## config.mk

```make
export PLATFORM = sky130hd
export DESIGN_NAME = paced_drop_oldest_message_queue_top
export DESIGN_NICKNAME = d
export VERILOG_FILES = /design/src/sv/pdomq_pkg.sv /design/src/sv/pdomq_apb.sv /design/src/sv/pdomq_store.sv /design/src/sv/pdomq_pacer.sv /design/src/sv/paced_drop_oldest_message_queue_top.sv
export SDC_FILE = /design/constraint.sdc
export NUM_CORES = 1
export LEC_CHECK = 0
export BUFFER_PORTS_ARGS = -buffer_cell sky130_fd_sc_hd__buf_2
export CORE_ASPECT_RATIO = 0.9
export CORE_MARGIN = 2
export CORE_UTILIZATION = 42
export DETAILED_ROUTE_END_ITERATION = 12
export MAX_ROUTING_LAYER = met4
export PLACE_DENSITY = 0.63
export RECOVER_POWER = 25
export SLEW_MARGIN = 15
export SYNTH_ARGS = -nofsm -noshare
export SYNTH_HDL_FRONTEND = slang
export SYNTH_SLANG_ARGS = --single-unit
```

## constraint.sdc

```tcl
create_clock -name i_clk -period 8.3 [get_ports i_clk]
set_input_delay 0 -clock i_clk [delete_from_list [all_inputs] [get_ports i_clk]]
set_output_delay 0 -clock i_clk [all_outputs]
set_load 0.05 [all_outputs]
```

## src/sv/pdomq_pkg.sv

```systemverilog
// Shared types, constants and helpers for the paced drop-oldest message queue.
package pdomq_pkg;

    localparam int QUEUE_DEPTH = 8;
    localparam int PTR_W       = (QUEUE_DEPTH > 1) ? $clog2(QUEUE_DEPTH) : 1;
    localparam int FILL_W      = $clog2(QUEUE_DEPTH + 1);
    localparam int SUM_W       = FILL_W + 1;
    localparam int REM_W       = 4;
    localparam int REM_MAX     = (QUEUE_DEPTH - 1 < 15) ? QUEUE_DEPTH - 1 : 15;
    localparam int GAP_W       = 16;
    localparam int ECHO_W      = 32;
    localparam int APB_AW      = 3;
    localparam int APB_DW      = 32;

    localparam logic [GAP_W-1:0] GAP_RESET = 16'd1000;

    // Word index of each configuration register (byte address bit 2).
    localparam logic REG_MIN_GAP = 1'b0;

    typedef enum logic [1:0] {
        FUNC_TICK    = 2'd0,
        FUNC_ENQUEUE = 2'd1,
        FUNC_REARM   = 2'd2
    } t_func;

    typedef struct packed {
        logic              motion;
        logic [9:0]        light;
        logic signed [15:0] time_stamp;
        logic [7:0]        type_code;
    } t_msg_main;

    typedef struct packed {
        logic push;
        logic pop;
    } t_store_ctrl;

    typedef struct packed {
        logic tick;
        logic rearm;
    } t_pace_ctrl;

    function automatic logic [PTR_W-1:0] next_ptr(input logic [PTR_W-1:0] p);
        return (p == PTR_W'(QUEUE_DEPTH - 1)) ? '0 : p + 1'b1;
    endfunction

endpackage

```

## src/sv/pdomq_apb.sv

```systemverilog
// APB-style configuration register holding the minimum send gap.
module pdomq_apb (
    input  logic                         i_clk,
    input  logic                         i_rst_n,
    input  logic                         psel,
    input  logic                         penable,
    input  logic                         pwrite,
    input  logic [pdomq_pkg::APB_AW-1:0] paddr,
    input  logic [pdomq_pkg::APB_DW-1:0] pwdata,
    output logic [pdomq_pkg::APB_DW-1:0] prdata,
    output logic                         pready,
    output logic [pdomq_pkg::GAP_W-1:0]  o_gap
);
    import pdomq_pkg::*;

    logic [GAP_W-1:0] r_gap;
    logic [GAP_W-1:0] n_gap;
    logic             wr_en;

    assign pready = 1'b1;
    assign wr_en  = psel && penable && pwrite && pready;

    always_comb begin
        n_gap = r_gap;
        if (wr_en && (paddr[2] == REG_MIN_GAP)) begin
            n_gap = pwdata[GAP_W-1:0];
        end
    end

    always_comb begin
        unique case (paddr[2])
            REG_MIN_GAP: prdata = APB_DW'(r_gap);
            default:     prdata = '0;
        endcase
    end

    always_ff @(posedge i_clk) begin
        if (!i_rst_n) begin
            r_gap <= GAP_RESET;
        end else begin
            r_gap <= n_gap;
        end
    end

    assign o_gap = r_gap;

endmodule

```

## src/sv/pdomq_store.sv

```systemverilog
// Ring buffer of queued messages with head pointer and fill count.
module pdomq_store (
    input  logic                          i_clk,
    input  logic                          i_rst_n,
    input  pdomq_pkg::t_store_ctrl        i_ctrl,
    input  pdomq_pkg::t_msg_main          i_main,
    input  logic [pdomq_pkg::ECHO_W-1:0]  i_echo,
    output pdomq_pkg::t_msg_main          o_head_main,
    output logic [pdomq_pkg::ECHO_W-1:0]  o_head_echo,
    output logic [pdomq_pkg::FILL_W-1:0]  o_fill
);
    import pdomq_pkg::*;

    t_msg_main         r_slot_main [QUEUE_DEPTH];
    logic [ECHO_W-1:0] r_slot_echo [QUEUE_DEPTH];
    logic [PTR_W-1:0]  r_head;
    logic [FILL_W-1:0] r_fill;
    logic [PTR_W-1:0]  n_head;
    logic [FILL_W-1:0] n_fill;
    logic [SUM_W-1:0]  tail_sum;
    logic [PTR_W-1:0]  tail;
    logic [PTR_W-1:0]  wr_addr;
    logic              full;

    assign full     = (r_fill == FILL_W'(QUEUE_DEPTH));
    assign tail_sum = SUM_W'(r_head) + SUM_W'(r_fill);
    assign tail     = (tail_sum >= SUM_W'(QUEUE_DEPTH)) ?
                      PTR_W'(tail_sum - SUM_W'(QUEUE_DEPTH)) : PTR_W'(tail_sum);
    // A full queue overwrites its oldest slot, which is the head.
    assign wr_addr  = full ? r_head : tail;

    always_comb begin
        n_head = r_head;
        n_fill = r_fill;
        if (i_ctrl.push) begin
            if (full) begin
                n_head = next_ptr(r_head);
            end else begin
                n_fill = r_fill + 1'b1;
            end
        end else if (i_ctrl.pop && (r_fill != '0)) begin
            n_head = next_ptr(r_head);
            n_fill = r_fill - 1'b1;
        end
    end

    always_ff @(posedge i_clk) begin
        if (!i_rst_n) begin
            r_head <= '0;
            r_fill <= '0;
        end else begin
            r_head <= n_head;
            r_fill <= n_fill;
        end
    end

    always_ff @(posedge i_clk) begin
        if (i_ctrl.push) begin
            r_slot_main[wr_addr] <= i_main;
            r_slot_echo[wr_addr] <= i_echo;
        end
    end

    assign o_head_main = r_slot_main[r_head];
    assign o_head_echo = r_slot_echo[r_head];
    assign o_fill      = r_fill;

endmodule

```

## src/sv/pdomq_pacer.sv

```systemverilog
// Send pacing: saturating elapsed-tick counter and the sent-since-rearm flag.
module pdomq_pacer (
    input  logic                        i_clk,
    input  logic                        i_rst_n,
    input  pdomq_pkg::t_pace_ctrl       i_ctrl,
    input  logic                        i_not_empty,
    input  logic [pdomq_pkg::GAP_W-1:0] i_gap,
    output logic                        o_send
);
    import pdomq_pkg::*;

    logic [GAP_W-1:0] r_elapsed;
    logic             r_sent;
    logic [GAP_W-1:0] n_elapsed;
    logic             n_sent;
    logic [GAP_W-1:0] bumped;

    // The counter only climbs while below the gap, so the increment cannot wrap.
    assign bumped = (r_elapsed < i_gap) ? r_elapsed + 1'b1 : r_elapsed;
    assign o_send = i_ctrl.tick && i_not_empty && (!r_sent || (bumped >= i_gap));

    always_comb begin
        n_elapsed = r_elapsed;
        n_sent    = r_sent;
        if (i_ctrl.tick) begin
            n_elapsed = o_send ? '0 : bumped;
            if (o_send) begin
                n_sent = 1'b1;
            end
        end else if (i_ctrl.rearm) begin
            n_sent = 1'b0;
        end
    end

    always_ff @(posedge i_clk) begin
        if (!i_rst_n) begin
            r_elapsed <= '0;
            r_sent    <= 1'b0;
        end else begin
            r_elapsed <= n_elapsed;
            r_sent    <= n_sent;
        end
    end

endmodule

```

## src/sv/paced_drop_oldest_message_queue_top.sv

```systemverilog
// Top level of the paced drop-oldest message queue.
//
// The block keeps up to QUEUE_DEPTH alarm messages in a ring buffer. Each input
// item is a tick, an enqueue or a rearm request, chosen by i_func; the unused
// code is ignored. An enqueue into a full queue silently drops the oldest
// message. A tick advances a millisecond counter that saturates at min_gap_ms,
// and sends the head message as one result item when the queue holds something
// and either nothing has been sent since the last rearm or the gap has passed;
// o_remaining then tells how many messages are still queued. Every input item
// is registered, handled in a single pass over the ring pointers and the
// pacing compare, and any result is registered on the output side, so the
// block takes one item per cycle while the output is not stalled. The message
// store needs no clearing after reset: only slots holding queued messages are
// ever read. min_gap_ms lives at byte address 0 of the APB-style port, resets
// to 1000 and should only be written while the block is idle.
module paced_drop_oldest_message_queue_top (
    input  logic                         i_clk,
    input  logic                         i_rst_n,
    // Configuration port
    input  logic                         psel,
    input  logic                         penable,
    input  logic                         pwrite,
    input  logic [pdomq_pkg::APB_AW-1:0] paddr,
    input  logic [pdomq_pkg::APB_DW-1:0] pwdata,
    output logic [pdomq_pkg::APB_DW-1:0] prdata,
    output logic                         pready,
    // Input channel
    input  logic                         i_valid,
    output logic                         o_stall,
    input  logic [1:0]                   i_func,
    input  logic [7:0]                   i_type_code,
    input  logic signed [15:0]           i_time_stamp,
    input  logic [9:0]                   i_light_level,
    input  logic [31:0]                  i_echo_value,
    input  logic                         i_motion_seen,
    // Output channel
    output logic                         o_valid,
    input  logic                         i_stall,
    output logic [7:0]                   o_out_type,
    output logic signed [15:0]           o_out_time_stamp,
    output logic [9:0]                   o_out_light_level,
    output logic [31:0]                  o_out_echo_value,
    output logic                         o_out_motion,
    output logic [3:0]                   o_remaining
);
    import pdomq_pkg::*;

    // Input register: holds one accepted item until it has been handled.
    logic              r_in_valid;
    logic [1:0]        r_func;
    t_msg_main         r_main;
    logic [ECHO_W-1:0] r_echo;

    // Result register.
    logic              r_out_valid;
    t_msg_main         r_out_main;
    logic [ECHO_W-1:0] r_out_echo;
    logic [REM_W-1:0]  r_out_rem;

    logic              in_accept;
    logic              advance;
    logic              send;
    logic [GAP_W-1:0]  gap;
    t_store_ctrl       store_ctrl;
    t_pace_ctrl        pace_ctrl;
    t_msg_main         head_main;
    logic [ECHO_W-1:0] head_echo;
    logic [FILL_W-1:0] fill;
    logic [REM_W-1:0]  n_remaining;

    // The held item is handled whenever the result register is free or is
    // being emptied in the same cycle, so the input only stalls behind a
    // stalled result.
    assign advance   = r_in_valid && (!r_out_valid || !i_stall);
    assign o_stall   = r_in_valid && !advance;
    assign in_accept = i_valid && !o_stall;

    always_comb begin
        store_ctrl = '0;
        pace_ctrl  = '0;
        if (advance) begin
            unique case (t_func'(r_func))
                FUNC_TICK:    pace_ctrl.tick   = 1'b1;
                FUNC_ENQUEUE: store_ctrl.push  = 1'b1;
                FUNC_REARM:   pace_ctrl.rearm  = 1'b1;
                default:      pace_ctrl        = '0;
            endcase
        end
        store_ctrl.pop = send;
    end

    pdomq_apb u_apb (
        .i_clk   (i_clk),
        .i_rst_n (i_rst_n),
        .psel    (psel),
        .penable (penable),
        .pwrite  (pwrite),
        .paddr   (paddr),
        .pwdata  (pwdata),
        .prdata  (prdata),
        .pready  (pready),
        .o_gap   (gap)
    );

    pdomq_store u_store (
        .i_clk       (i_clk),
        .i_rst_n     (i_rst_n),
        .i_ctrl      (store_ctrl),
        .i_main      (r_main),
        .i_echo      (r_echo),
        .o_head_main (head_main),
        .o_head_echo (head_echo),
        .o_fill      (fill)
    );

    pdomq_pacer u_pacer (
        .i_clk       (i_clk),
        .i_rst_n     (i_rst_n),
        .i_ctrl      (pace_ctrl),
        .i_not_empty (fill != '0),
        .i_gap       (gap),
        .o_send      (send)
    );

    // A send only happens on a non-empty queue, so this never underflows.
    assign n_remaining = REM_W'(fill - 1'b1);

    always_ff @(posedge i_clk) begin
        if (!i_rst_n) begin
            r_in_valid  <= 1'b0;
            r_out_valid <= 1'b0;
        end else begin
            if (in_accept) begin
                r_in_valid <= 1'b1;
            end else if (advance) begin
                r_in_valid <= 1'b0;
            end
            if (send) begin
                r_out_valid <= 1'b1;
            end else if (!i_stall) begin
                r_out_valid <= 1'b0;
            end
        end
    end

    always_ff @(posedge i_clk) begin
        if (in_accept) begin
            r_func           <= i_func;
            r_main.type_code <= i_type_code;
            r_main.time_stamp <= i_time_stamp;
            r_main.light     <= i_light_level;
            r_main.motion    <= i_motion_seen;
            r_echo           <= i_echo_value;
        end
        if (send) begin
            r_out_main <= head_main;
            r_out_echo <= head_echo;
            r_out_rem  <= n_remaining;
        end
    end

    assign o_valid           = r_out_valid;
    assign o_out_type        = r_out_main.type_code;
    assign o_out_time_stamp  = r_out_main.time_stamp;
    assign o_out_light_level = r_out_main.light;
    assign o_out_echo_value  = r_out_echo;
    assign o_out_motion      = r_out_main.motion;
    assign o_remaining       = r_out_rem;

endmodule

```

* Word-level counts from Yosys, hierarchy flattened
Memory sizes are Yosys's and may differ from the RTL's. A register that Yosys moved wholly into a read port is not among the register bits. Index checks and enable logic that the tools add are counted.
Word-level totals: register bits 115, latch bits 0, bits in writable memories 536, memory bits (read-only) 0, input port bits 111, output and inout bits 106, logic and storage cells 84, memories 2
Cells by class: $add $sub $neg 6, multiply operators 0, divide/modulo/power cells 0, $lt $le $gt $ge 3, equality and inequality tests 8, shift operators 0, multiplexer cells 26, bitwise operators 1, reduce and logical (&&, ||, !) cells 24
Memories:
- u_store.r_slot_main | words 8, bits a word 35, rd ports 1, clocked after memory_dff 1, write ports 1, RTL line pdomq_store.sv:14 | t_msg_main r_slot_main [QUEUE_DEPTH];
- u_store.r_slot_echo | words 8, bits a word 32, rd ports 1, clocked after memory_dff 1, write ports 1, RTL line pdomq_store.sv:15 | logic [ECHO_W-1:0] r_slot_echo [QUEUE_DEPTH];
Operator list (number):
- $mux 16 | 3
- $mux 3 | 6
- $add 16x1->16 const B | 1
- $ge 16x16->1 | 1
- $lt 16x16->1 | 1
- $mux 1 | 13
- $mux 4 | 3
- $logic_and 1x1->1 | 9
- $reduce_and 2->1 | 3
- $reduce_bool 2->1 | 3
- $add 3x4->5 | 1
- $ge 5x4->1 const B | 1
- $logic_not 1->1 | 5
- $add 4x1->4 const B | 1
- $eq 4x4->1 const B | 1
- $ne 2x1->1 const B | 2
- $ne 2x2->1 const B | 2
- $reduce_bool 4->1 | 1
- $sub 4x1->4 const B | 1
- $add 3x1->3 const B | 1
- $eq 3x3->1 const B | 1
- $sub 3x1->3 const B | 1
- $eq 2x1->1 const B | 1
- $eq 2x2->1 const B | 1
- other kinds (4) | 5

* Depth between registers and ports, before layout
depth in word-level cells 9, gate-level depth with buffers 17, mapped depth without buffers 16

* Modules after synthesis
From an unflattened synthesis, not the netlist that was laid out.
Second synthesis, totals: cell total of the unflattened synthesis 1354, area total of the unflattened synthesis 28330.9 um^2
By module, submodules not included:
- pdomq_store | instances 1, cells each 851, area an instance 21090.2 um^2, sequential area each 16295.6 um^2
- paced_drop_oldest_message_queue_top | instances 1, cells each 161, area an instance 4388.0 um^2, sequential area each 4244.1 um^2
- pdomq_pacer | instances 1, cells each 236, area an instance 1915.6 um^2, sequential area each 340.3 um^2
- pdomq_apb | instances 1, cells each 106, area an instance 937.1 um^2, sequential area each 320.3 um^2

* Worst setup path after synthesis
No wires, ideal clock.
kind register -> register, start point register u_store.r_fill[0], in the netlist u_store.o_fill[0], end point memory u_store.r_slot_echo[6][0], enable pin, library setup time 0.657 ns, arrival time 7.693 ns, data required time 7.643 ns, path slack -0.050 ns, cell stages (with the launch flop) 7, path buffers 0, period minus slack after synthesis 8.350 ns, cells stage by stage dfxtp_1 ha_1 fa_1 xnor2_1 nor2_1 xnor2_1 nor4_1
On the way: cells in the longest elaborated chain, start to end 4, elaborated cells between the ends (all ways) 6, classes of those cells 2 x add/sub; 1 x order compare; 1 x eq/ne; 2 x mux
Ends and longest elaborated chain:
- from (decl) | RTL line pdomq_store.sv:17 | logic [FILL_W-1:0] r_fill;
- from (signal assigned) | RTL line pdomq_store.sv:53 | r_fill <= n_fill;
- $add 3x4->5 | RTL line pdomq_store.sv:26 | assign tail_sum = SUM_W'(r_head) + SUM_W'(r_fill);
- $ge 5x4->1 or $sub 3x1->3 (tied branches) | RTL line pdomq_store.sv:27, pdomq_store.sv:28
- $mux 3 | RTL line pdomq_store.sv:27 | assign tail = (tail_sum >= SUM_W'(QUEUE_DEPTH)) ?
- $mux 3 * | RTL line pdomq_store.sv:30 | assign wr_addr = full ? r_head : tail;
- to (decl) | RTL line pdomq_store.sv:15
Mark *: on every way between the ends. The rest lies on a longest branch, timed or not.

* Worst setup path after layout
start point register u_apb.r_gap[9], in the netlist u_apb.o_gap[9], end point register r_out_echo[21], in the netlist o_out_echo_value[21] (read register of u_store.r_slot_echo), enable pin
On the way: cells in the longest elaborated chain, start to end 5
Ends and longest elaborated chain:
- from (decl) | RTL line pdomq_apb.sv:16 | logic [GAP_W-1:0] r_gap;
- from (signal assigned) | RTL line pdomq_apb.sv:41 | r_gap <= n_gap;
- $lt 16x16->1 | RTL line pdomq_pacer.sv:19 | assign bumped = (r_elapsed < i_gap) ? r_elapsed + 1'b1 : r_elapsed;
- $mux 16 | RTL line pdomq_pacer.sv:19
- $ge 16x16->1 * | RTL line pdomq_pacer.sv:20 | assign o_send = i_ctrl.tick && i_not_empty && (!r_sent || (bumped >= i_gap));
- $logic_or 1x1->1 * | RTL line pdomq_pacer.sv:20
- $logic_and 1x1->1 * | RTL line pdomq_pacer.sv:20
- via send | RTL line paced_drop_oldest_message_queue_top.sv:62 | logic send;
- to (decl) | RTL line paced_drop_oldest_message_queue_top.sv:57 | logic [ECHO_W-1:0] r_out_echo;
The timed path passes the listed nets; every way through them passes the cells marked *. A chain may end at the register's enable or synchronous reset.

==> reports/qor.csv <==
stage,metric,value,unit
die,Die Height,247.0,um
logic_synthesis,XOR/XNOR Fraction of Synth Area,0.3813,%
timing,Period minus WS final,5.882,ns
pwr,Power Density,231.8,mW/mm^2
logic_synthesis,number of synthesized flops with an enable pin,676,
logic_synthesis,synth top area cells,"edfxtp_1 (74%), mux4_2 (11%), dfxtp_1 (3.1%), mux2_2 (2.7%), ha_1 (1.7%)",
routing,WL final,58040,um
critical_path,CP Capture Point,o_out_echo_value[21],
global_route,Most Crowded Layer GR,met2,
die,chip width,274.0,um
routing,1st-iter DRT viols,1016,
global_route,met1 Usage GRT,23.81,%
timing,Fmax,0.1700,GHz
finish,share of layout cells above drive strength 1,29.55,%
place,HPWL after detailed placement,30940,um
clock_network,CTS tree,yes,
routing,DR pass1 iterations,5,
critical_path,CP Max Fanout,43,
clock_network,Worst-path clk slew,0.06,ns
timing,RSZ-0062 raised after global routing,false,
logic_synthesis,Synth Register Bits,718,
global_route,initial antenna violation count,2,
logic_synthesis,largest family of logic cells by synthesized area,multiplexers,
critical_path,CP startpoint kind,flop,
global_route,met2 Usage GRT,29.09,%
logic_synthesis,"top cells by count, synth","edfxtp_1 (676), mux4_2 (134), nand2_1 (70)",
timing,pins over their slew limit,0,
logic_synthesis,syn_area_per_cell,20.40,um^2
pwr,Sw Ratio,20.41,%
critical_path,reg-to-reg endpoint,o_out_echo_value[21],
clock_network,Bufs on Longest Clock Path,3,
die,Starting Density,42.24,%
place,Routability Congestion,0.8340,
critical_path,FF-to-FF Start,u_apb.o_gap[9],
routing,DR WL/cell,22.38,um
timing,TNS Setup,0,ns
global_route,vias in the first global route,14381,
clock_network,clock root cell,clkbuf_16,
critical_path,Worst Reg-to-Reg Cells,15,
run_status,outcome,finished clean,
clock_network,total setup buffers inserted after CTS,0,
logic_synthesis,most common cell in the netlist,edfxtp_1,
pwr,Lkg Pwr,10.81,nW
routing,via-per-instance ratio,5.252,
timing,Slew HR,23.19,%
timing,Final setup viols,0,
logic_synthesis,synth unique cells,58,
logic_synthesis,dominant synthesized flop cell,edfxtp_1,
pwr,Clock power frac,44.3,%
global_route,gr usage total,17.91,%
logic_synthesis,proportion of synthesized area in mux cells,13.98,%
clock_network,hold buffers post-CTS,95,
logic_synthesis,Yosys warnings,0,
routing,number of remaining DRC errors,0,
critical_path,Crit Path Class,flop to flop,
clock_network,CTS sink count,718,
finish,P&R area growth vs syn,19.54,%
critical_path,"Req. time, crit path",8.53,ns
finish,final net count,1816,
timing,final count of hold timing violations,0,
die,core area,0.06526,mm^2
finish,register area,0.02115,mm^2
global_route,M3 GR Usage,2.903,%
pwr,switching power total,0.001559,W
place,placed inst area,0.02952,mm^2
global_route,global route overflow,0,
pwr,Comb power frac,2.8,%
critical_path,WP data arrival,6.11,ns
logic_synthesis,simple-gate share of the synthesized area,3.046,%
pwr,Pwr Total,0.007638,W
critical_path,CP endpoint kind,flop,
timing,worst slew pin tran,1.152,ns
global_route,first-pass GRT wire length,87130,um
critical_path,R2R Setup Slk,2.42,ns
finish,multi-input logic area,0.006120,mm^2
logic_synthesis,Adder-Cell Fraction of Synth Area,1.752,%
pwr,worst vdd ir,0.1551,mV
timing,fin crit share,70.87,%
finish,fin util,50.49,%
logic_synthesis,Post-Syn Instances,1351,
die,row cnt,89,
die,IO Count,217,
logic_synthesis,area fraction of the dominant cell type after synthesis,73.64,%
logic_synthesis,Post-Syn Area,0.02757,mm^2
global_route,pin count of the biggest net entering global routing,102,
pwr,Flop pwr share,52.9,%
logic_synthesis,sequential fraction of the synthesis area,76.69,%
finish,Final Cell Area,0.03295,mm^2
finish,Fill cells,5289,
clock_network,H-tree Lvls,3,
timing,Setup Skew,0.03106,ns
logic_synthesis,Post-synth ARST share,0,%
critical_path,Worst Setup SP,u_apb.o_gap[9],
routing,DR vias,13624,
clock_network,post-CTS sizing,0,
logic_synthesis,post-synthesis compound-gate area fraction,2.551,%
logic_synthesis,Yosys top cell by area,edfxtp_1,
place,port bufs,181,
die,DIE AREA,0.06770,mm^2
routing,post-route ant nets,0,
clock_network,"Clk Latency, worst-skew pair",0.62,ns
worst_hold_path,worst hold path class,input pin to flop,
pwr,internal power,0.006080,W
clock_network,CTS Buf Count,74,
flow_run,MaxCap Viol Count,0,
-- how the worst min path moves through the flow --
stage                     depth (start not counted)        startpoint  slack [ns]        endpoint
after floorplan                                   0   i_echo_value[0]         0.1       r_echo[0]
after global placement                            1   i_echo_value[2]        0.18       r_echo[2]
after detailed placement                          1   i_time_stamp[5]        0.18      r_main[13]
after CTS                                         2   i_time_stamp[0]        0.05       r_main[8]
after global routing                              2  i_light_level[0]        0.07      r_main[24]
final                                             4            pwrite        0.07  u_apb.o_gap[1]
-- logic make-up (layout without fill, tap and decap cells) --
logic type / count (synthesis) / after routing
multiplexers: 209 / 209
adder cells (fa/ha/maj): 38 / 38
AO/OA/AOI/OAI: 99 / 99
other: 2 / 18
XOR/XNOR: 12 / 12
AND/OR/NAND/NOR: 176 / 176
buffers and inverters: 97 / 460
flip-flops: 718 / 718
-- worst max-delay path: stages (launching register included) --
cell and delay (ns):
dfxtp_1 0.30, inv_1 0.10, ha_1 0.33, a21oi_1 0.28, o211ai_1 0.14, a21oi_1 0.50, o211ai_1 0.52, or3_1 0.51
nand2_1 0.09, ha_1 0.16, nand4_1 0.15, or3_1 0.47, a2111oi_4 0.43, o31ai_4 0.21, inv_4 0.63, buf_4 0.63
-- per-layer routing --
layer	wire, um	vias up
li1	-	6112
met2	28780	331
met3	2566	79
met4	1035	0
met1	25660	7102
met5	0	-
-- power groups by stage --
stage               Combinational [W]  Clock (W)  Sequential (W)
floorplan                    0.000119          0         0.00412
global placement             0.000182          0         0.00411
detailed placement           0.000185          0         0.00412
CTS                          0.000219    0.00346         0.00404
global route                 0.000233    0.00359         0.00405
finish                       0.000215    0.00338         0.00404
-- cells in the final DEF (no fill, tap or decap), types with 32 or more instances in the layout --
master         instances
nor2_1                32
clkbuf_1              37
dfxtp_1               39
clkbuf_16             76
dlygate4sd3_1         95
mux4_2               134
nand2_1               70
mux2_2                67
buf_2                160
edfxtp_1             676
ha_1                  37
-- per-stage QoR --
stage | worst slack (ns) | hold WS (ns) | instances
after floorplan | 1.638 | 0.09887 | 1366
after global placement | 2.440 | 0.1765 | 2360
after detailed placement | 2.388 | 0.1781 | 2360
after CTS | 2.326 | 0.04687 | 2593
after global routing | 1.844 | 0.06718 | 2594
final | 2.418 | 0.06853 | 2594
-- area by class of cell --
cell class,instances,share of cell area [%]
Sequential cell,718,64.19
Multi-Input combinational cell,551,18.57
Timing Repair Buffer,295,6.026
Clock buffer,92,5.954
Tap cell,864,3.281
Clock inverter,46,1.652
Inverter,27,0.3152
Antenna cell,1,0.007594
-- state kept, by name, indices dropped and copies added (netlist names) --
register             count
o_remaining              4
u_pacer.r_sent           1
o_out_echo_value        32
u_store.o_fill           4
r_main                  35
u_pacer.r_elapsed       16
u_store.r_slot_echo    256
r_echo                  32
u_store.r_slot_main    280
o_out_motion             1
u_apb.o_gap             16
r_func                   2
o_out_light_level       10
o_out_type               8
o_valid                  1
o_out_time_stamp        16
r_in_valid               1
u_store.r_head           3
(Power assumes the default switching activity.)
